## src/rtl/core/rv32s_pkg.sv

```systemverilog
package rv32s_pkg;

    localparam logic [6:0] OP_REG    = 7'b0110011;
    localparam logic [6:0] OP_LOAD   = 7'b0000011;
    localparam logic [6:0] OP_IMM    = 7'b0010011;
    localparam logic [6:0] OP_STORE  = 7'b0100011;
    localparam logic [6:0] OP_BRANCH = 7'b1100011;
    localparam logic [6:0] OP_JAL    = 7'b1101111;
    localparam logic [6:0] OP_JALR   = 7'b1100111;
    localparam logic [6:0] OP_LUI    = 7'b0110111;
    localparam logic [6:0] OP_AUIPC  = 7'b0010111;
    localparam logic [6:0] OP_CUSTOM = 7'b1111110;

    localparam logic [31:0] HALT_WORD       = 32'h0000_0063;
    localparam logic [31:0] SP_RESET        = 32'd256;
    localparam logic [31:0] DATA_BASE_RESET = 32'h0001_0000;

    typedef struct packed {
        logic [31:0] next_pc;
        logic        wb_enable;
        logic [4:0]  wb_index;
        logic [31:0] wb_value;
        logic        regs_cleared;
        logic        store_enable;
        logic [31:0] mem_address;
        logic [31:0] store_data;
        logic        address_fault;
        logic        halted;
    } t_result;

endpackage

```

## src/rtl/core/rv32s_regfile.sv

```systemverilog
module rv32s_regfile (
    input  logic        i_clk,
    input  logic        i_rst_n,
    input  logic [4:0]  i_rs1,
    input  logic [4:0]  i_rs2,
    output logic [31:0] o_rs1_data,
    output logic [31:0] o_rs2_data,
    input  logic        i_we,
    input  logic [4:0]  i_wa,
    input  logic [31:0] i_wd,
    input  logic        i_clear
);
    import rv32s_pkg::*;

    logic [31:0] r_regs [32];

    always_ff @(posedge i_clk) begin
        if (!i_rst_n || i_clear) begin
            for (int i = 0; i < 32; i++) begin
                r_regs[i] <= (i == 2 && !i_rst_n) ? SP_RESET : 32'd0;
            end
        end else if (i_we && i_wa != 5'd0) begin
            r_regs[i_wa] <= i_wd;
        end
    end

    assign o_rs1_data = (i_rs1 == 5'd0) ? 32'd0 : r_regs[i_rs1];
    assign o_rs2_data = (i_rs2 == 5'd0) ? 32'd0 : r_regs[i_rs2];
endmodule
```

## config.mk

```make
export PLATFORM = sky130hd
export DESIGN_NAME = rv32s_regfile
export DESIGN_NICKNAME = d
export VERILOG_FILES = /design/src/rtl/core/rv32s_pkg.sv /design/src/rtl/core/rv32s_regfile.sv
export SDC_FILE = /design/constraint.sdc
export NUM_CORES = 2
export LEC_CHECK = 0
export ABC_AREA = 1
export BUFFER_PORTS_ARGS = -buffer_cell sky130_fd_sc_hd__buf_2
export CAP_MARGIN = 20
export CORE_ASPECT_RATIO = 0.75
export CORE_MARGIN = 5
export CORE_UTILIZATION = 33
export DETAILED_ROUTE_END_ITERATION = 7
export HOLD_SLACK_MARGIN = 0.1
export PLACE_DENSITY = 0.56
export SYNTH_ARGS = -nofsm -noshare
export SYNTH_HDL_FRONTEND = slang
export SYNTH_SLANG_ARGS = --single-unit
```

## constraint.sdc

```tcl
create_clock -name i_clk -period 2.9 [get_ports i_clk]
set_input_delay 0.435 -clock i_clk [delete_from_list [all_inputs] [get_ports i_clk]]
set_output_delay 0.435 -clock i_clk [all_outputs]
set_load 0.05 [all_outputs]
```

* Word-level counts from Yosys, hierarchy flattened
Memory sizes are Yosys's and may differ from the RTL's.
Cells that the tools add are included.
** Storage, ports and cells
- Register bits after elaboration :: 0
- Bits in writable memories :: 1024
- Output and inout bits :: 64
- Word-level logic and storage cells :: 19
- Memories :: 1
** Memories
- r_regs :: depth 32, bits a word 32, read ports 2, clocked after Yosys merged registers in 0, wr ports 32, line rv32s_regfile.sv:15 : logic [31:0] r_regs [32];
** Cells by class
- Multiplexer cells :: 11
- Reduce and logical (&&, ||, !) cells :: 7
** Operators by type and width (number)
- $mux 32 :: 3
- $reduce_or 32->1 :: 1
- $logic_not 5->1 :: 2
- $mux 9 :: 1
- $mux 1 :: 6
- $mux 5 :: 1
- $reduce_bool 5->1 :: 1
- $logic_and 1x1->1 :: 1
- $logic_not 1->1 :: 1
- $logic_or 1x1->1 :: 1

* Longest topological paths before layout
- Depth in word-level cells :: 7
- Mapped depth :: 13
- Mapped depth without buffers :: 10

* Least setup slack after synthesis
No wires, ideal clock.
- Kind :: input to register
- From :: input port i_rst_n
- To :: memory r_regs[11][0], enable pin
- Library setup time :: 0.389 ns
- Data arrival time :: 2.615 ns
- Required time :: 2.511 ns
- Slack :: -0.104 ns
- Stages :: 11
- Buffers on the path :: 1
- Path through :: inv_1 nor2_2 inv_1 nor2_1 nand2_1 inv_1 nand3_1 inv_1 nand2_1 buf_2 nand2_1
** RTL lines
- from (decl) :: line rv32s_regfile.sv:3 : input logic i_rst_n,
- to (decl) :: line rv32s_regfile.sv:15

* Worst setup path in the final report
- From :: input port i_rs2[0]
- To :: output port o_rs2_data[7]
** On the way
- Cells in the longest elaborated chain, start to end :: 2
- Elaborated cells on any way between the ends :: 3
- Classes of those cells :: mux (1); reduce/logical (1); memory (1)
** RTL lines
- from (decl) :: line rv32s_regfile.sv:5 : input logic [4:0] i_rs2,
- $mem_v2 32x32 / $logic_not 5->1 (equally long branches)
- $mux 32 * :: line rv32s_regfile.sv:28 : assign o_rs2_data = (i_rs2 == 5'd0) ? 32'd0 : r_regs[i_rs2];
- to (decl) :: line rv32s_regfile.sv:7 : output logic [31:0] o_rs2_data,
Every way passes the cells marked *; elsewhere a longest branch is shown, timed or not.

==> impl_results.md <==
- Status: finished with violations
- Failing checks: DRC, setup timing
- Largest net degree at the start of global routing: 63
- Achievable frequency: 344 MHz
- Post-DR wirelength/cell: 24.0 µm
- Hold Path Class: primary input to register
- Design Power: 37.1 mW
- Final period util: 1.00
- Pre-antenna DRT Iters: 8
- Synth Cell Area: 56500 µm²
- Vias in the first global route: 50.0k
- CTS buffer count: 104
- Vias: 53.6k
- Worst slew pin tran: 0.797 ns
- DRC Markers: 6
- HPWL Detailed: 147000 µm
- Crit path largest cell delay: 0.23 ns
- DIE AREA: 180000 µm²
- Crit Path Category: primary input to output port
- Critical path depth: 12
- # placed instances: 9472
- Worst-path clk slew: 0.06 ns
- Min setup slack post-route: -0.0106 ns
- Synth cell types: 20
- H-tree depth: 3
- GRT Util Overall: 0.251
- Chip Width: 488 µm
- Clock root cell: clkbuf_16
- Slew headroom: 0.465
- Cells after Synth: 7248
- Mean Syn Cell Area: 7.79 µm²
- Crit path cell chain: buf_8 > buf_16 > buf_16 > buf_6 > o21ai_0 > o21ai_0 > a21oi_1 > nor2_2 > nor2_1 > nor2_2 > buf_4 > buf_12
- Max-cap violations: 0
- Gpl congestion: 0.893
- Post-route insts no fill: 9666
- Initial antenna violation count: 4
- CP arrival: 2.48 ns
- DRT antenna net count: 0
- Critical path's slowest cell: buf_16
- Register Area: 30700 µm²
- Maximum VDD drop: 0.000451 V
- Multi-input gate area: 22800 µm²
- Leak: 27.9 nW
- Largest Register: r_regs
- Io pins: 115
- Row cnt: 131
- Final Hold Viols: 0
- Total gr overflow: 0
- RSZ-0062 raised after global routing: true
- Drt via density: 5.55
- Core Box Area: 170000 µm²
- Max reg flops: 1024
- WP buf/inv: 6
- Hold Path Depth: 4
- Initial drt markers: 8181
- CTS Sinks: 1024
- Crit Path Max Fanout: 45
- Initial Util: 0.332
- #FFs+latches synth: 1024
- Fin crit period: 2.91 ns
- Fin. max-slew vios: 0
- Worst slack at placement: -0.345 ns
- Final setup viols: 1
- Cell family with most CP delay: buffers and inverters
- Area growth from synthesis to layout: 18.1%
- Proportion of layout cells with a drive suffix above 1: 0.107
- Final #Nets: 7371
- Syn. warnings: 0
- Critical Path End Type: output port
- Worst Setup Start Kind: primary input
- Sequential fraction of the synthesis area: 0.545
- Port Buf Inserts: 114
- First-pass GRT wire length: 338000 µm
- PD cells: 557 nW/µm²
- Setup TNS Final: -0.0106 ns
- Drt total wl: 232000 µm
- Die height: 368 µm
- CTS tree: done
- Critical Path RT: 2.47 ns
- Largest regs: r_regs (1024)
- Fillers: 17.0k
- CTS Buffer Depth: 3
cells in the mapped netlist:
cell | n | area [µm²]
nand2_1 | 2067 | 7760
nor2_1 | 1792 | 6730
edfxtp_1 | 1024 | 30700
nand3_1 | 978 | 4890
o21ai_0 | 434 | 2170
clkbuf_1 | 342 | 1280
buf_2 | 222 | 1110
inv_1 | 151 | 567
a21oi_1 | 126 | 631
buf_1 | 54 | 203
o211ai_1 | 23 | 173
nor3_1 | 9 | 45.0
o21ai_1 | 8 | 40.0
buf_4 | 7 | 52.6
inv_2 | 5 | 18.8
nor2_2 | 2 | 12.5
clkinv_1 | 1 | 3.75
conb_1 | 1 | 3.75
nand4_1 | 1 | 6.26
nor2_4 | 1 | 11.3
layout by cell type, fill, tap and decap left out, types with 2 or more instances in the layout:
cell | synthesis | layout
nand2_1 | 2067 | 2012
nor2_1 | 1792 | 1769
edfxtp_1 | 1024 | 1024
nand3_1 | 978 | 976
o21ai_0 | 434 | 433
buf_4 | 7 | 327
buf_12 | 0 | 162
inv_1 | 151 | 149
a21oi_1 | 126 | 126
clkbuf_16 | 0 | 111
nand2_2 | 0 | 55
buf_2 | 222 | 51
conb_1 | 1 | 32
clkinv_2 | 0 | 26
clkinv_1 | 1 | 26
o211ai_1 | 23 | 23
nor2_2 | 2 | 21
clkbuf_1 | 342 | 20
o21ai_1 | 8 | 9
nor3_1 | 9 | 9
buf_16 | 0 | 8
bufinv_16 | 0 | 6
nor2_4 | 1 | 5
buf_8 | 0 | 5
clkinvlp_4 | 0 | 4
buf_6 | 0 | 4
diode_2 | 0 | 2
nand3_2 | 0 | 2
inv_16 | 0 | 2
worst paths after layout:
path	start	endpoint
worst min-delay path	i_wd[30]	r_regs[3][30]
worst max-delay path	i_rs2[0]	o_rs2_data[7]
metrics by stage:
step	hold slack [ns]	cell area, µm²	utilization
floorplan	0.590	56700	-
global placement	0.737	63200	0.371
detailed placement	0.768	63200	0.371
CTS	0.252	66500	0.391
global route	0.306	66700	0.392
finish	0.298	66700	0.392
area by class of cell:
class	count	share of cell area
sequential	1024	0.461
multi-input combinational	5473	0.342
timing repair buffer	560	0.0953
tap	2261	0.0424
clock buffer	129	0.0420
inverter	157	0.00989
clock inverter	60	0.00666
antenna	2	0.0000751
cells by family after synthesis:
kind of cell	count (synthesis)	share of synthesized area
buffers and inverters	782	0.0574
flip-flops	1024	0.545
other	1	0.0000664
AND/OR/NAND/NOR	4850	0.345
AO/OA/AOI/OAI	591	0.0534
report_power, final:
group          total, mW  switching [mW]  internal [mW]  leakage [nW]
clock               13.5            6.12           7.35          1.60
sequential          17.5           0.420           17.1          11.1
combinational       6.16            4.16           2.00          15.2
total               37.1            10.7           26.4          27.9
what timing repair did:
action	CTS	global route
gates resized for setup	20	26
setup buffers	0	0
pin swaps	1	0
setup endpoints to repair	21	20
endpoints found under the hold margin	1	0
hold buffers	1	0
cloned	0	2
routing by layer:
layer	GRT usage	share of wire
met5	0	0
met4	0.102	0.043
met3	0.0409	0.11
met2	0.379	0.44
met1	0.357	0.41
Note: power is estimated with default switching activity, not from simulation.
